File: config.mk
export PLATFORM = sky130hd
export DESIGN_NAME = fragment_header_parser
export DESIGN_NICKNAME = d
export VERILOG_FILES = /design/src/hdl/fhp_pkg.sv /design/src/hdl/fragment_header_parser.sv
export SDC_FILE = /design/constraint.sdc
export NUM_CORES = 1
export LEC_CHECK = 0
export BUFFER_PORTS_ARGS = -buffer_cell sky130_fd_sc_hd__buf_4
export CAP_MARGIN = 20
export CELL_PAD_IN_SITES_DETAIL_PLACEMENT = 1
export CELL_PAD_IN_SITES_GLOBAL_PLACEMENT = 2
export CORE_MARGIN = 5
export CORE_UTILIZATION = 38
export CTS_CLUSTER_DIAMETER = 150
export DETAILED_ROUTE_END_ITERATION = 10
export MAX_ROUTING_LAYER = met4
export PLACE_DENSITY = 0.91
export SKIP_LAST_GASP = 1
export SLEW_MARGIN = 15
export SYNTH_ARGS = -nofsm -noshare
export SYNTH_HDL_FRONTEND = slang
export SYNTH_SLANG_ARGS = --single-unit
File: constraint.sdc
create_clock -name clk_i -period 6.4 [get_ports clk_i]
set_clock_uncertainty 0.05 [all_clocks]
set_input_delay 0.32 -clock clk_i [delete_from_list [all_inputs] [get_ports clk_i]]
set_output_delay 0.32 -clock clk_i [all_outputs]
set_load 0.01 [all_outputs]
File: src/hdl/fhp_pkg.sv
// ----------------------------------------------------------------------------
// fhp_pkg
// types and constants shared by the fragment header parser
// ----------------------------------------------------------------------------
`default_nettype none

package fhp_pkg;

  typedef enum logic [2:0] {
    CLS_TOTAL  = 3'd0,
    CLS_FRAGNO = 3'd1,
    CLS_SIZE   = 3'd2,
    CLS_NAME   = 3'd3,
    CLS_DELIM  = 3'd4,
    CLS_KEPT   = 3'd5,
    CLS_DROP   = 3'd6
  } byte_class_e;

  localparam logic [2:0]  POS_TOTAL   = 3'd0;
  localparam logic [2:0]  POS_FRAGNO  = 3'd1;
  localparam logic [2:0]  POS_SIZE    = 3'd2;
  localparam logic [2:0]  POS_NAME    = 3'd3;
  localparam logic [2:0]  POS_PAYLOAD = 3'd4;

  localparam logic [7:0]  DelimChar = 8'h3A;
  localparam logic [7:0]  DigitLo   = 8'h30;
  localparam logic [7:0]  DigitHi   = 8'h39;
  localparam logic [15:0] NumSat    = 16'hFFFF;
  localparam logic [10:0] CountSat  = 11'd2047;

  localparam int unsigned DataW = 72;

endpackage

`default_nettype wire

File: src/hdl/fragment_header_parser.sv
// ----------------------------------------------------------------------------
// fragment_header_parser
// byte-wise parser for "total:fragno:size:name:payload" transfer packets
// ----------------------------------------------------------------------------
// Bytes enter on the s_axis channel, one per word; tuser high marks the first
// byte of a packet and clears the parse state before that byte is used.
// Every byte gives exactly one word on m_axis: the byte's class in tuser and,
// in tdata, the echoed byte, the payload index, the three header values as
// parsed so far and the header-done flag.
// The parse state is updated in the cycle a byte is accepted, and the result
// sits in the output register from the next cycle.
// Throughput is one byte per cycle; the single output register is refilled in
// the same cycle it is taken, so s_axis_tready stays high unless the output
// holds a word that m_axis_tready has not taken.
// While the receiver stalls the output word holds and no new byte is taken.
// Reset clears the parse state and empties the output register.
// PAYLOAD_MAX bounds how many payload bytes are marked as kept.
// ----------------------------------------------------------------------------
`default_nettype none

module fragment_header_parser #(
  parameter int unsigned PAYLOAD_MAX = 1024
) (
  input  wire logic                         clk_i,
  input  wire logic                         rst_ni,
  input  wire logic                         s_axis_tvalid,
  output logic                              s_axis_tready,
  // [7:0] data_byte
  input  wire logic [7:0]                   s_axis_tdata,
  // [0] packet_start
  input  wire logic                         s_axis_tuser,
  output logic                              m_axis_tvalid,
  input  wire logic                         m_axis_tready,
  // [7:0] out_byte, [17:8] payload_index, [33:18] total_count,
  // [49:34] fragment_number, [65:50] payload_size, [66] header_done
  output logic [fhp_pkg::DataW-1:0]         m_axis_tdata,
  // [2:0] byte_class
  output logic [2:0]                        m_axis_tuser
);

  logic [2:0]  field_pos_q, field_pos_d, pos_b;
  logic [15:0] total_q, total_d, total_b;
  logic [15:0] fragno_q, fragno_d, fragno_b;
  logic [15:0] size_q, size_d, size_b;
  logic [2:0]  frozen_q, frozen_d, frozen_b;
  logic [10:0] pcount_q, pcount_d, pcount_b;

  logic        out_valid_q;
  logic [fhp_pkg::DataW-1:0] out_data_q, out_data_d;
  fhp_pkg::byte_class_e out_class_q, out_class_d;

  logic        accept;
  logic        is_delim, is_digit;
  logic [3:0]  digit;
  logic [15:0] acc_sel, acc_new;
  logic [19:0] acc_mul;
  logic [9:0]  pidx;
  logic        keep;

  assign s_axis_tready = !out_valid_q || m_axis_tready;
  assign accept        = s_axis_tvalid && s_axis_tready;

  assign is_delim = (s_axis_tdata == fhp_pkg::DelimChar);
  assign is_digit = (s_axis_tdata >= fhp_pkg::DigitLo) && (s_axis_tdata <= fhp_pkg::DigitHi);
  assign digit    = 4'(s_axis_tdata - fhp_pkg::DigitLo);

  // state as seen by this byte, cleared on packet start
  always_comb begin
    if (s_axis_tuser) begin
      pos_b    = '0;
      total_b  = '0;
      fragno_b = '0;
      size_b   = '0;
      frozen_b = '0;
      pcount_b = '0;
    end else begin
      pos_b    = field_pos_q;
      total_b  = total_q;
      fragno_b = fragno_q;
      size_b   = size_q;
      frozen_b = frozen_q;
      pcount_b = pcount_q;
    end
  end

  // value * 10 + digit, saturating
  always_comb begin
    case (pos_b)
      fhp_pkg::POS_TOTAL:  acc_sel = total_b;
      fhp_pkg::POS_FRAGNO: acc_sel = fragno_b;
      default:             acc_sel = size_b;
    endcase
    acc_mul = {1'b0, acc_sel, 3'b000} + {3'b000, acc_sel, 1'b0} + {16'd0, digit};
    acc_new = (acc_mul > {4'd0, fhp_pkg::NumSat}) ? fhp_pkg::NumSat : acc_mul[15:0];
  end

  assign keep = (pcount_b < fhp_pkg::CountSat) && ({5'd0, pcount_b} < size_b)
             && ({21'd0, pcount_b} < 32'(PAYLOAD_MAX));

  always_comb begin
    field_pos_d = pos_b;
    total_d     = total_b;
    fragno_d    = fragno_b;
    size_d      = size_b;
    frozen_d    = frozen_b;
    pcount_d    = pcount_b;
    pidx        = '0;
    out_class_d = fhp_pkg::CLS_NAME;
    if (pos_b < fhp_pkg::POS_NAME) begin
      if (is_delim) begin
        out_class_d = fhp_pkg::CLS_DELIM;
        field_pos_d = pos_b + 3'd1;
      end else begin
        out_class_d = fhp_pkg::byte_class_e'(pos_b);
        if (is_digit && !frozen_b[pos_b[1:0]]) begin
          case (pos_b)
            fhp_pkg::POS_TOTAL:  total_d  = acc_new;
            fhp_pkg::POS_FRAGNO: fragno_d = acc_new;
            default:             size_d   = acc_new;
          endcase
        end else begin
          frozen_d[pos_b[1:0]] = 1'b1;
        end
      end
    end else if (pos_b == fhp_pkg::POS_NAME) begin
      if (is_delim) begin
        out_class_d = fhp_pkg::CLS_DELIM;
        field_pos_d = fhp_pkg::POS_PAYLOAD;
      end else begin
        out_class_d = fhp_pkg::CLS_NAME;
      end
    end else begin
      if (keep) begin
        out_class_d = fhp_pkg::CLS_KEPT;
        pidx        = pcount_b[9:0];
      end else begin
        out_class_d = fhp_pkg::CLS_DROP;
      end
      if (pcount_b < fhp_pkg::CountSat) begin
        pcount_d = pcount_b + 11'd1;
      end
    end
    out_data_d = {5'd0, (field_pos_d >= fhp_pkg::POS_PAYLOAD), size_d, fragno_d, total_d,
                  pidx, s_axis_tdata};
  end

  always_ff @(posedge clk_i or negedge rst_ni) begin
    if (!rst_ni) begin
      field_pos_q <= '0;
      total_q     <= '0;
      fragno_q    <= '0;
      size_q      <= '0;
      frozen_q    <= '0;
      pcount_q    <= '0;
      out_valid_q <= 1'b0;
    end else begin
      if (accept) begin
        field_pos_q <= field_pos_d;
        total_q     <= total_d;
        fragno_q    <= fragno_d;
        size_q      <= size_d;
        frozen_q    <= frozen_d;
        pcount_q    <= pcount_d;
        out_valid_q <= 1'b1;
      end else if (m_axis_tready) begin
        out_valid_q <= 1'b0;
      end
    end
  end

  always_ff @(posedge clk_i) begin
    if (accept) begin
      out_data_q  <= out_data_d;
      out_class_q <= out_class_d;
    end
  end

  assign m_axis_tvalid = out_valid_q;
  assign m_axis_tdata  = out_data_q;
  assign m_axis_tuser  = out_class_q;

  // kept payload index stays below the parsed size
  a_kept_below_size: assert property (@(posedge clk_i) disable iff (!rst_ni)
    (m_axis_tvalid && (m_axis_tuser == fhp_pkg::CLS_KEPT))
      |-> ({6'd0, m_axis_tdata[17:8]} < m_axis_tdata[65:50]))
    else $error("kept payload index not below payload size");

  // payload classes only after the header is done
  a_payload_after_header: assert property (@(posedge clk_i) disable iff (!rst_ni)
    (m_axis_tvalid && ((m_axis_tuser == fhp_pkg::CLS_KEPT) ||
                       (m_axis_tuser == fhp_pkg::CLS_DROP)))
      |-> m_axis_tdata[66])
    else $error("payload byte before header done");

  // once done, only delimiter or payload classes appear
  a_done_classes: assert property (@(posedge clk_i) disable iff (!rst_ni)
    (m_axis_tvalid && m_axis_tdata[66])
      |-> ((m_axis_tuser == fhp_pkg::CLS_DELIM) || (m_axis_tuser == fhp_pkg::CLS_KEPT) ||
           (m_axis_tuser == fhp_pkg::CLS_DROP)))
    else $error("header field class after header done");

  // a frozen total field stays frozen within a packet
  a_frozen_sticky: assert property (@(posedge clk_i) disable iff (!rst_ni)
    (accept && !s_axis_tuser && frozen_q[0]) |=> frozen_q[0])
    else $error("frozen total field thawed without packet start");

endmodule

`default_nettype wire
Word level (Yosys, flattened, before mapping)

Index checks and enable logic that the tools add are counted.

Add/sub/neg operators: 5
Order comparisons: 10
Eq/ne operators: 3
Mux-type cells: 40
Bitwise operators: 2
Reduce and logical (&&, ||, !) cells: 13

Operator list:

| cell                                                           | count |
|---|---|
| 2-to-1 mux 16 bit                                              | 16 |
| 2-to-1 mux 11 bit                                              | 4 |
| 2-to-1 mux 3 bit                                               | 12 |
| one-hot mux 16 bit (2 select lines)                            | 1 |
| < comparator 11 bit, second input constant                     | 2 |
| adder 19 x 17 -> 20 bit                                        | 1 |
| adder 20 x 4 -> 20 bit                                         | 1 |
| > comparator 20 x 16 -> 1 bit, second input constant           | 1 |
| < comparator 11 x 16 -> 1 bit                                  | 1 |
| adder 11 x 1 -> 11 bit, second input constant                  | 1 |
| equality test 8 x 6 -> 1 bit, second input constant            | 1 |
| >= comparator 8 x 6 -> 1 bit, second input constant            | 1 |
| less-or-equal comparator 8 x 6 -> 1 bit, second input constant | 1 |
| logical AND 1 bit                                              | 6 |
| 2-to-1 mux 1 bit                                               | 4 |
| subtractor 4 x 1 -> 4 bit, second input constant               | 1 |
| adder 3 x 1 -> 3 bit, second input constant                    | 1 |
| equality test 3 x 1 -> 1 bit, second input constant            | 1 |
| equality test 3 x 2 -> 1 bit, second input constant            | 1 |
| >= comparator 3 bit, second input constant                     | 1 |
| zero test 3 bit                                                | 1 |
| < comparator 2 x 3 -> 1 bit, second input constant             | 1 |
| < comparator 3 x 2 -> 1 bit, second input constant             | 1 |
| OR 3 bit                                                       | 1 |
| 10 further kinds                                               | 11 |

Register bits after elaboration: 136

Longest topological paths before layout

Gate-level depths: netlist (run 1).

Depth in word-level cells: 11
Depth in mapped cells: 20

Worst setup path after synthesis (run 1)

No wires, ideal clock.

Path type: input to register
From: input s_axis_tuser
To: register out_data_q (netlist bit m_axis_tdata[45]), data pin
Arrival: 4.921 ns
Path slack: 1.164 ns
Stages on the path: 19
Buffers on the path: 4
Cells stage by stage: buf_2 > buf_2 > nand2b_1 > inv_1 > ha_1 > nor3b_1 > clkbuf_1 > a22oi_1 > a21oi_1 > fa_1 > fa_1 > a211oi_1 > o211ai_1 > a31oi_1 > o211a_1 > o2111ai_2 > buf_12 > nor3_4 > o21ai_0

Word-level cells in the longest chain between the ends: 11

Ends and longest elaborated chain:

| what                                                            | RTL line                                                    | RTL |
|---|---|---|
| from (decl)                                                     | fragment_header_parser.sv:31                                | `input wire logic s_axis_tuser,` |
| 2-to-1 mux 3 bit                                                | fragment_header_parser.sv:69                                | `if (s_axis_tuser) begin` |
| equality test 3 x 1 -> 1 bit or zero test 3 bit (tied branches) | fragment_header_parser.sv:88, fragment_header_parser.sv:116 |  |
| one-hot mux 16 bit (2 select lines)                             | fragment_header_parser.sv:88                                | `case (pos_b)` |
| adder 19 x 17 -> 20 bit                                         | fragment_header_parser.sv:93                                | `acc_mul = {1'b0, acc_sel, 3'b000} + {3'b000, acc_sel, 1'b0} + {16'd0, digit};` |
| adder 20 x 4 -> 20 bit                                          | fragment_header_parser.sv:93                                |  |
| > comparator 20 x 16 -> 1 bit                                   | fragment_header_parser.sv:94                                | `acc_new = (acc_mul > {4'd0, fhp_pkg::NumSat}) ? fhp_pkg::NumSat : acc_mul[15:0];` |
| 2-to-1 mux 16 bit                                               | fragment_header_parser.sv:94                                |  |
| 2-to-1 mux 16 bit                                               | fragment_header_parser.sv:116                               | `case (pos_b)` |
| 2-to-1 mux 16 bit                                               | fragment_header_parser.sv:115                               | `if (is_digit && !frozen_b[pos_b[1:0]]) begin` |
| 2-to-1 mux 16 bit                                               | fragment_header_parser.sv:110                               | `if (is_delim) begin` |
| 2-to-1 mux 16 bit *                                             | fragment_header_parser.sv:109                               | `if (pos_b < fhp_pkg::POS_NAME) begin` |
| via fragno_d[11]                                                | fragment_header_parser.sv:43                                | `logic [15:0] fragno_q, fragno_d, fragno_b;` |
| to (signal assigned)                                            | fragment_header_parser.sv:173                               | `out_data_q <= out_data_d;` |
| to (decl)                                                       | fragment_header_parser.sv:49                                | `logic [fhp_pkg::DataW-1:0] out_data_q, out_data_d;` |

The timed path passes the listed nets; every way through them passes the cells marked *. The select of a mux whose other input is x is not followed.
A chain may end at the register's enable or synchronous reset.

Worst setup path after layout (run 1)

From: register field_pos_q[0]
To: register out_data_q (netlist bit m_axis_tdata[25]), data pin

Word-level cells in the longest chain between the ends: 11

Ends and longest elaborated chain:

| what                                                            | RTL line                                                    | RTL |
|---|---|---|
| from (decl)                                                     | fragment_header_parser.sv:41                                | `logic [2:0] field_pos_q, field_pos_d, pos_b;` |
| from (signal assigned)                                          | fragment_header_parser.sv:158                               | `field_pos_q <= field_pos_d;` |
| 2-to-1 mux 3 bit *                                              | fragment_header_parser.sv:69                                |  |
| equality test 3 x 1 -> 1 bit or zero test 3 bit (tied branches) | fragment_header_parser.sv:88, fragment_header_parser.sv:116 |  |
| one-hot mux 16 bit (2 select lines)                             | fragment_header_parser.sv:88                                |  |
| adder 19 x 17 -> 20 bit                                         | fragment_header_parser.sv:93                                |  |
| adder 20 x 4 -> 20 bit                                          | fragment_header_parser.sv:93                                |  |
| > comparator 20 x 16 -> 1 bit                                   | fragment_header_parser.sv:94                                |  |
| 2-to-1 mux 16 bit                                               | fragment_header_parser.sv:94                                |  |
| 2-to-1 mux 16 bit                                               | fragment_header_parser.sv:116                               |  |
| 2-to-1 mux 16 bit                                               | fragment_header_parser.sv:115                               |  |
| 2-to-1 mux 16 bit                                               | fragment_header_parser.sv:110                               |  |
| 2-to-1 mux 16 bit *                                             | fragment_header_parser.sv:109                               |  |
| via out_data_d, one bit                                         | fragment_header_parser.sv:49                                |  |

Marks and branches as above.

==> impl_metrics.csv, run 1 <==
group,metric,value,unit
worst_setup_path,timing.critical_path.from_type,"flip-flop",
clock_tree,clk_latency,0.43,ns
cells_and_area,final_cell_area,0.00923,mm2
timing,hold_slack,-0.0389,ns
floorplanning,die_area,0.0231,mm2
clock_tree,cts_tree,"done",
yosys,avgSynthCellArea,10.4,um2
route,ant_nets,0,
yosys,yosysMostFrequentCell,"o21ai_0",
place,portBuffers,84,
cells_and_area,multi_input_area,0.00364,mm2
yosys,synth_commonest_cells,"102 x o21ai_0, 70 x edfxtp_1, 66 x dfrtp_1, 56 x nand3_1, 48 x ha_1",
floorplanning,row_count,52,
yosys,synth-async-reset-ratio,48.5,%
yosys,synth_top_area_cell,"edfxtp_1",
cells_and_area,antenna_cells,0,
place,dpl-instance-area,0.00856,mm2
route,drt_iter0_drc,418,
run_status,status,"finished, violations left",
route,routed_wl,22.7,mm
place,routabilityCongestion,0.884,
cells_and_area,regArea,0.00375,mm2
floorplanning,die_x,152,um
timing,worst_pin_slew,1.06,ns
worst_setup_path,reg2reg_from,"field_pos_q[0]",
clock_tree,cts_buffer_depth,2,
grt,track_usage,20.2,%
grt,grt_pass1_wl,36.7,mm
clock_tree,cts_hold_buf,0,
worst_setup_path,cp-end-kind,"flip-flop",
timing,timing.setup.tns,0,ns
route,vias,6283,
clock_tree,clock-sinks,136,
yosys,ys_types,61,
route,drcViolationCount,0,
pwr,total_power,2.18,mW
floorplanning,fp.dieH,152,um
yosys,synth_area,0.00768,mm2
yosys,synth-warning-count,0,
timing,fin_crit,5.55,ns
run_status,violations,"negative hold slack",
grt,grt_pass1_vias,6568,
cells_and_area,synthToLayoutAreaGrowth,20.2,%
pwr,p_leak,3.93,nW
route,via_per_inst,5.73,
clock_tree,post_cts_buffers,0,
worst_setup_path,required,6.47,ns
worst_setup_path,path_class,"reg2reg",
cells_and_area,drive_above_1_share,18.6,%
worst_setup_path,cp_max_fo,15,
worst_setup_path,startpoint,"field_pos_q[0]",
floorplanning,io_pins,90,
cells_and_area,nets,877,
worst_setup_path,rrSetupSlack,0.85,ns
yosys,syn_inst,739,
timing,slew_headroom,29.1,%
pwr,swShare,23.3,%
grt,use_met1,25.2,%
timing,setup_viol,0,
pwr,p_sw,0.506,mW
grt,grt_busiest_layer,"met2",
yosys,seq_area_frac_synth,48.9,%
yosys,ys_ff_latch,136,
cells_and_area,n_fill_cell,2273,
grt,grt_max_degree,67,
cells_and_area,final_cells,1097,
pwr,intPower,1.67,mW
pwr,ir_drop,0.000177,V
pwr,seqPwrFrac,44.2,%
route,wire_per_inst,20.7,um
place,dp.cells,1063,
yosys,synth-edff-count,70,
timing,rsz0062_at_grt,"false",
pwr,p_clk_share,49.0,%
clock_tree,root_buffer,"clkbuf_16",
route,dr.pass1.iters,5,
worst_hold_path,min_path_type,"in2async",
clock_tree,path_clk_slew,0.06,ns
grt,antenna_found_initial,1,
worst_setup_path,worstPathArrival,5.62,ns
pwr,p_per_area,236,mW/mm2
floorplanning,start_util,38.3,%
yosys,ys.flop_type,"edfxtp_1",
clock_tree,h-tree-depth,4,
flow_run,cap_violations,0,
grt,met3_usage,3.50,%
clock_tree,cts_resized,0,
grt,grt_overflow,0,
grt,use_met2,33.6,%
timing,post-route-period-util,86.7,%
yosys,ys_top_cells_by_area,"edfxtp_1 27%, dfrtp_1 22%, ha_1 7.8%, o21ai_0 6.7%, nand3b_1 3.8%",
timing,drv_slew,0,
yosys,yosys.area.top_type_share,27.4,%
floorplanning,core,0.0200,mm2
pwr,pwr-share-comb,6.8,%
timing,hold_viol_final,23,
clock_tree,cts_made_buffers,17,
place,dp.final_hpwl,15.8,mm
timing,fmax,180,MHz
==> routing by layer <==
layer	part of all wire, %	vias to the layer above
met4	2.3	0
met1	44	3169
li1	-	2899
met3	3.9	31
met5	0	-
met2	50	184
==> final timing paths <==
check                                   end  cells past startpoint
setup reg to reg           m_axis_tdata[25]                     17
setup / recovery           m_axis_tdata[25]                     17
hold / removal               field_pos_q[0]                      1
min in group clk_i          m_axis_tdata[6]                      1
max in group asynchronous        size_q[14]                      1
hold reg to reg                 frozen_q[2]                      1
==> power by group through the flow <==
stage	sequential, mW	clock, mW	combinational [mW]
2_1_floorplan	0.988	0	0.0688
3_3_place_gp	0.978	0	0.146
3_5_place_dp	0.979	0	0.149
4_1_cts	0.962	1.08	0.150
5_1_grt	0.964	1.13	0.162
6_report	0.961	1.07	0.148
==> state kept, by name, summed over array words and instances, names as in the netlist <==
name           count
size_q            16
m_axis_tuser       3
fragno_q          16
m_axis_tdata      67
frozen_q           3
pcount_q          11
m_axis_tvalid      1
total_q           16
field_pos_q        3
==> cell usage in the layout, fill, tap and decap left out, types with 19 or more instances in the layout <==
cell,n
nand3b_1,39
nand2b_1,21
edfxtp_1,70
nand2_1,30
o21ai_0,102
nor2_1,37
a21oi_1,35
dfrtp_1,66
nor3_1,19
buf_4,102
nand3_1,56
ha_1,48
==> layout make-up <==
cell class	count	share of cell area (%)
sequential	136	40.7
inverter	17	0.692
multi-input combinational	538	39.5
tap	270	3.66
timing repair buffer	104	8.59
clock inverter	13	2.09
clock buffer	19	4.80
==> worst max-delay path: stages, from the launching register on <==
cell and delay [ns]:
dfrtp_1 0.45, nand2b_1 0.17, inv_1 0.14, ha_1 0.25, nor3b_1 0.25, buf_4 0.28, a22oi_1 0.11, a21oi_1 0.27
fa_1 0.51, fa_1 0.50, a211oi_1 0.31, o211ai_1 0.15, a31oi_1 0.29, o211a_1 0.24, o2111ai_2 0.14, buf_4 0.24
nor3_1 0.64, o21ai_0 0.26
==> logic make-up after synthesis <==
group / after synthesis / synth area share [%]
other: 1 / 0.0489
buffers and inverters: 69 / 3.94
AOI/OAI and AO/OA: 210 / 16.3
adders and majority gates: 50 / 8.35
muxes: 12 / 1.56
and+or+nand+nor: 242 / 18.7
xor gates and xnor gates: 19 / 2.17
DFF: 136 / 48.9
==> stage by stage <==
step,util (%),worst slack [ns]
2_1_floorplan,-,1.16
3_3_place_gp,42.7,1.04
3_5_place_dp,42.7,0.836
4_1_cts,45.9,0.821
5_1_grt,46.0,0.487
6_report,46.0,0.849
Note: power is estimated with default switching activity, not from simulation.
==> run 2: changes to the inputs <==
--- a/config.mk
+++ b/config.mk
@@ -5,16 +5,18 @@
 export SDC_FILE = /design/constraint.sdc
 export NUM_CORES = 1
 export LEC_CHECK = 0
-export BUFFER_PORTS_ARGS = -buffer_cell sky130_fd_sc_hd__buf_4
 export CAP_MARGIN = 20
 export CELL_PAD_IN_SITES_DETAIL_PLACEMENT = 1
 export CELL_PAD_IN_SITES_GLOBAL_PLACEMENT = 2
+export CORE_ASPECT_RATIO = 0.7
 export CORE_MARGIN = 5
-export CORE_UTILIZATION = 38
+export CORE_UTILIZATION = 42
 export CTS_CLUSTER_DIAMETER = 150
+export CTS_CLUSTER_SIZE = 16
 export DETAILED_ROUTE_END_ITERATION = 10
+export DONT_BUFFER_PORTS = 1
 export MAX_ROUTING_LAYER = met4
-export PLACE_DENSITY = 0.91
+export PLACE_DENSITY = 0.92
 export SKIP_LAST_GASP = 1
 export SLEW_MARGIN = 15
 export SYNTH_ARGS = -nofsm -noshare
==> impl_metrics.csv, run 2 (same netlist as run 1, synthesis figures left out) <==
group,metric,value,unit
grt,grt_pass1_wl,36.0,mm
cells_and_area,n_fill_cell,1940,
clock_tree,path_clk_slew,0.06,ns
pwr,total_power,2.02,mW
pwr,ir_drop,0.000157,V
clock_tree,root_buffer,"clkbuf_16",
cells_and_area,post-route-util,47.8,%
worst_setup_path,r2r_cells,18,
pwr,p_sw,0.492,mW
place,dp.cells,944,
clock_tree,clk_latency,0.44,ns
floorplanning,fp.dieH,123,um
timing,timing.setup.tns,0,ns
cells_and_area,synthToLayoutAreaGrowth,12.0,%
cells_and_area,final_common_cell,"o21ai_0",
worst_setup_path,rrSetupSlack,0.96,ns
place,dp.final_hpwl,15.4,mm
grt,grt_overflow,0,
pwr,p_leak,3.53,nW
timing,setup_viol,0,
clock_tree,h-tree-depth,4,
place,routabilityCongestion,0.877,
clock_tree,cts_tree,"done",
timing,fmax,184,MHz
pwr,swShare,24.4,%
worst_setup_path,critPathMaxStageDelay,0.56,ns
pwr,seqPwrFrac,48.4,%
worst_hold_path,whs_path_depth,1,
worst_setup_path,timing.critical_path.from_type,"flip-flop",
flow_run,cap_violations,0,
worst_setup_path,cpMostUsedCell,"buf_4",
timing,slew_headroom,39.8,%
worst_setup_path,reg2reg_from,"field_pos_q[0]",
route,drt_iter0_drc,465,
timing,drv_slew,0,
worst_setup_path,cp-end-kind,"flip-flop",
floorplanning,core,0.0180,mm2
cells_and_area,final_cell_area,0.00860,mm2
worst_hold_path,hold_end,"m_axis_tdata[12]",
route,dr.pass1.iters,5,
floorplanning,io_pins,90,
timing,hold_viol_final,0,
worst_setup_path,cp_max_fo,15,
cells_and_area,antenna_cells,0,
grt,grt_max_degree,82,
grt,track_usage,23.0,%
cells_and_area,largest_reg_flops,67,
floorplanning,row_count,41,
run_status,status,"complete, no violations",
route,wire_per_inst,23.0,um
cells_and_area,final_cells,990,
place,portBuffers,0,
pwr,p_clk_share,46.4,%
worst_setup_path,reg2reg_to,"m_axis_tdata[22]",
worst_hold_path,min_from,"s_axis_tuser",
pwr,p_per_area,235,mW/mm2
timing,worst_pin_slew,0.901,ns
worst_setup_path,path_class,"reg2reg",
clock_tree,cts_made_buffers,17,
floorplanning,die_x,172,um
pwr,pwr-share-comb,5.2,%
pwr,intPower,1.53,mW
grt,antenna_found_initial,0,
floorplanning,die_area,0.0211,mm2
place,dpl-instance-area,0.00789,mm2
worst_setup_path,worstPathArrival,5.55,ns
timing,hold_slack,0.0567,ns
clock_tree,clock-sinks,136,
worst_hold_path,min_path_type,"in2reg",
route,via_per_inst,6.07,
timing,rsz0062_at_grt,"false",
route,drcViolationCount,0,
place,pre_cts_ws,1.01,ns
timing,setup_ws,0.957,ns
worst_setup_path,crit_chain,"nand2b_1, inv_1, ha_1, nor3b_1, buf_4, a22oi_1, a21oi_1, fa_1, ha_1, a211oi_1, o21ai_0, a221oi_1, or4_1, o2111ai_2, buf_4, nor3_1, buf_4, o21ai_0",
timing,fin_crit,5.44,ns
route,ant_nets,0,
cells_and_area,drive_above_1_share,9.15,%
floorplanning,start_util,42.6,%
clock_tree,cts_buffer_depth,2,
worst_setup_path,required,6.51,ns
route,vias,6010,
route,routed_wl,22.8,mm
cells_and_area,final_cell_mix,"102 x o21ai_0, 70 x edfxtp_1, 66 x dfrtp_1",
timing,post-route-period-util,85.0,%
grt,grt_pass1_vias,6153,
cells_and_area,nets,804,
worst_setup_path,slowest_stage,"a221oi_1",
[run 2: power by group through the flow]
stage	clock network [mW]	registers (mW)	logic, mW
floorplan	0	0.988	0.0688
global placement	0	0.993	0.0812
detailed placement	0	0.994	0.0848
CTS	0.956	0.977	0.103
global route	1.00	0.979	0.115
finish	0.937	0.976	0.105
[run 2: worst max-delay path, delay by kind of cell, from the launching register on]
| kind | cells | cell delay [ns] |
|---|---|---|
| AOI/OAI and AO/OA | 7 | 1.79 |
| adders and majority gates | 3 | 1.13 |
| buffers and inverters | 4 | 0.84 |
| DFF | 1 | 0.44 |
| and+or+nand+nor | 4 | 0.89 |
[run 2: repair_timing]
action | CTS | global route
hold buffers | 12 | 0
resized for setup | 0 | 0
hold endpoints to repair | 78 | 0
setup buffers | 0 | 0
[run 2: metal layers]
metal | vias up | global-route usage (%) | wire length, um
met3 | 31 | 5.69 | 1280
met4 | 0 | 6.04 | 365
met5 | - | - | 0
met1 | 3036 | 32.1 | 11000
met2 | 192 | 33.8 | 10100
li1 | 2751 | - | -
[run 2: worst max path at each step]
stage,from,endpoint,slack (ns),cells after the start
floorplan,s_axis_tuser,m_axis_tdata[45],1.16,19
global placement,field_pos_q[0],m_axis_tdata[38],1.26,18
detailed placement,field_pos_q[0],m_axis_tdata[22],1.01,18
CTS,field_pos_q[0],m_axis_tdata[22],0.96,18
global route,field_pos_q[0],m_axis_tdata[22],0.48,18
finish,field_pos_q[0],m_axis_tdata[22],0.96,18
[run 2: area by class of cell]
type | count | area, um2 | share of cell area [%]
flip-flops and latches | 136 | 3750 | 43.7
multi-input cells | 538 | 3650 | 42.4
clock buffers | 20 | 447 | 5.19
well taps | 236 | 295 | 3.43
repair buffers | 31 | 284 | 3.30
clock inverters | 12 | 104 | 1.21
inverters | 17 | 65.1 | 0.757
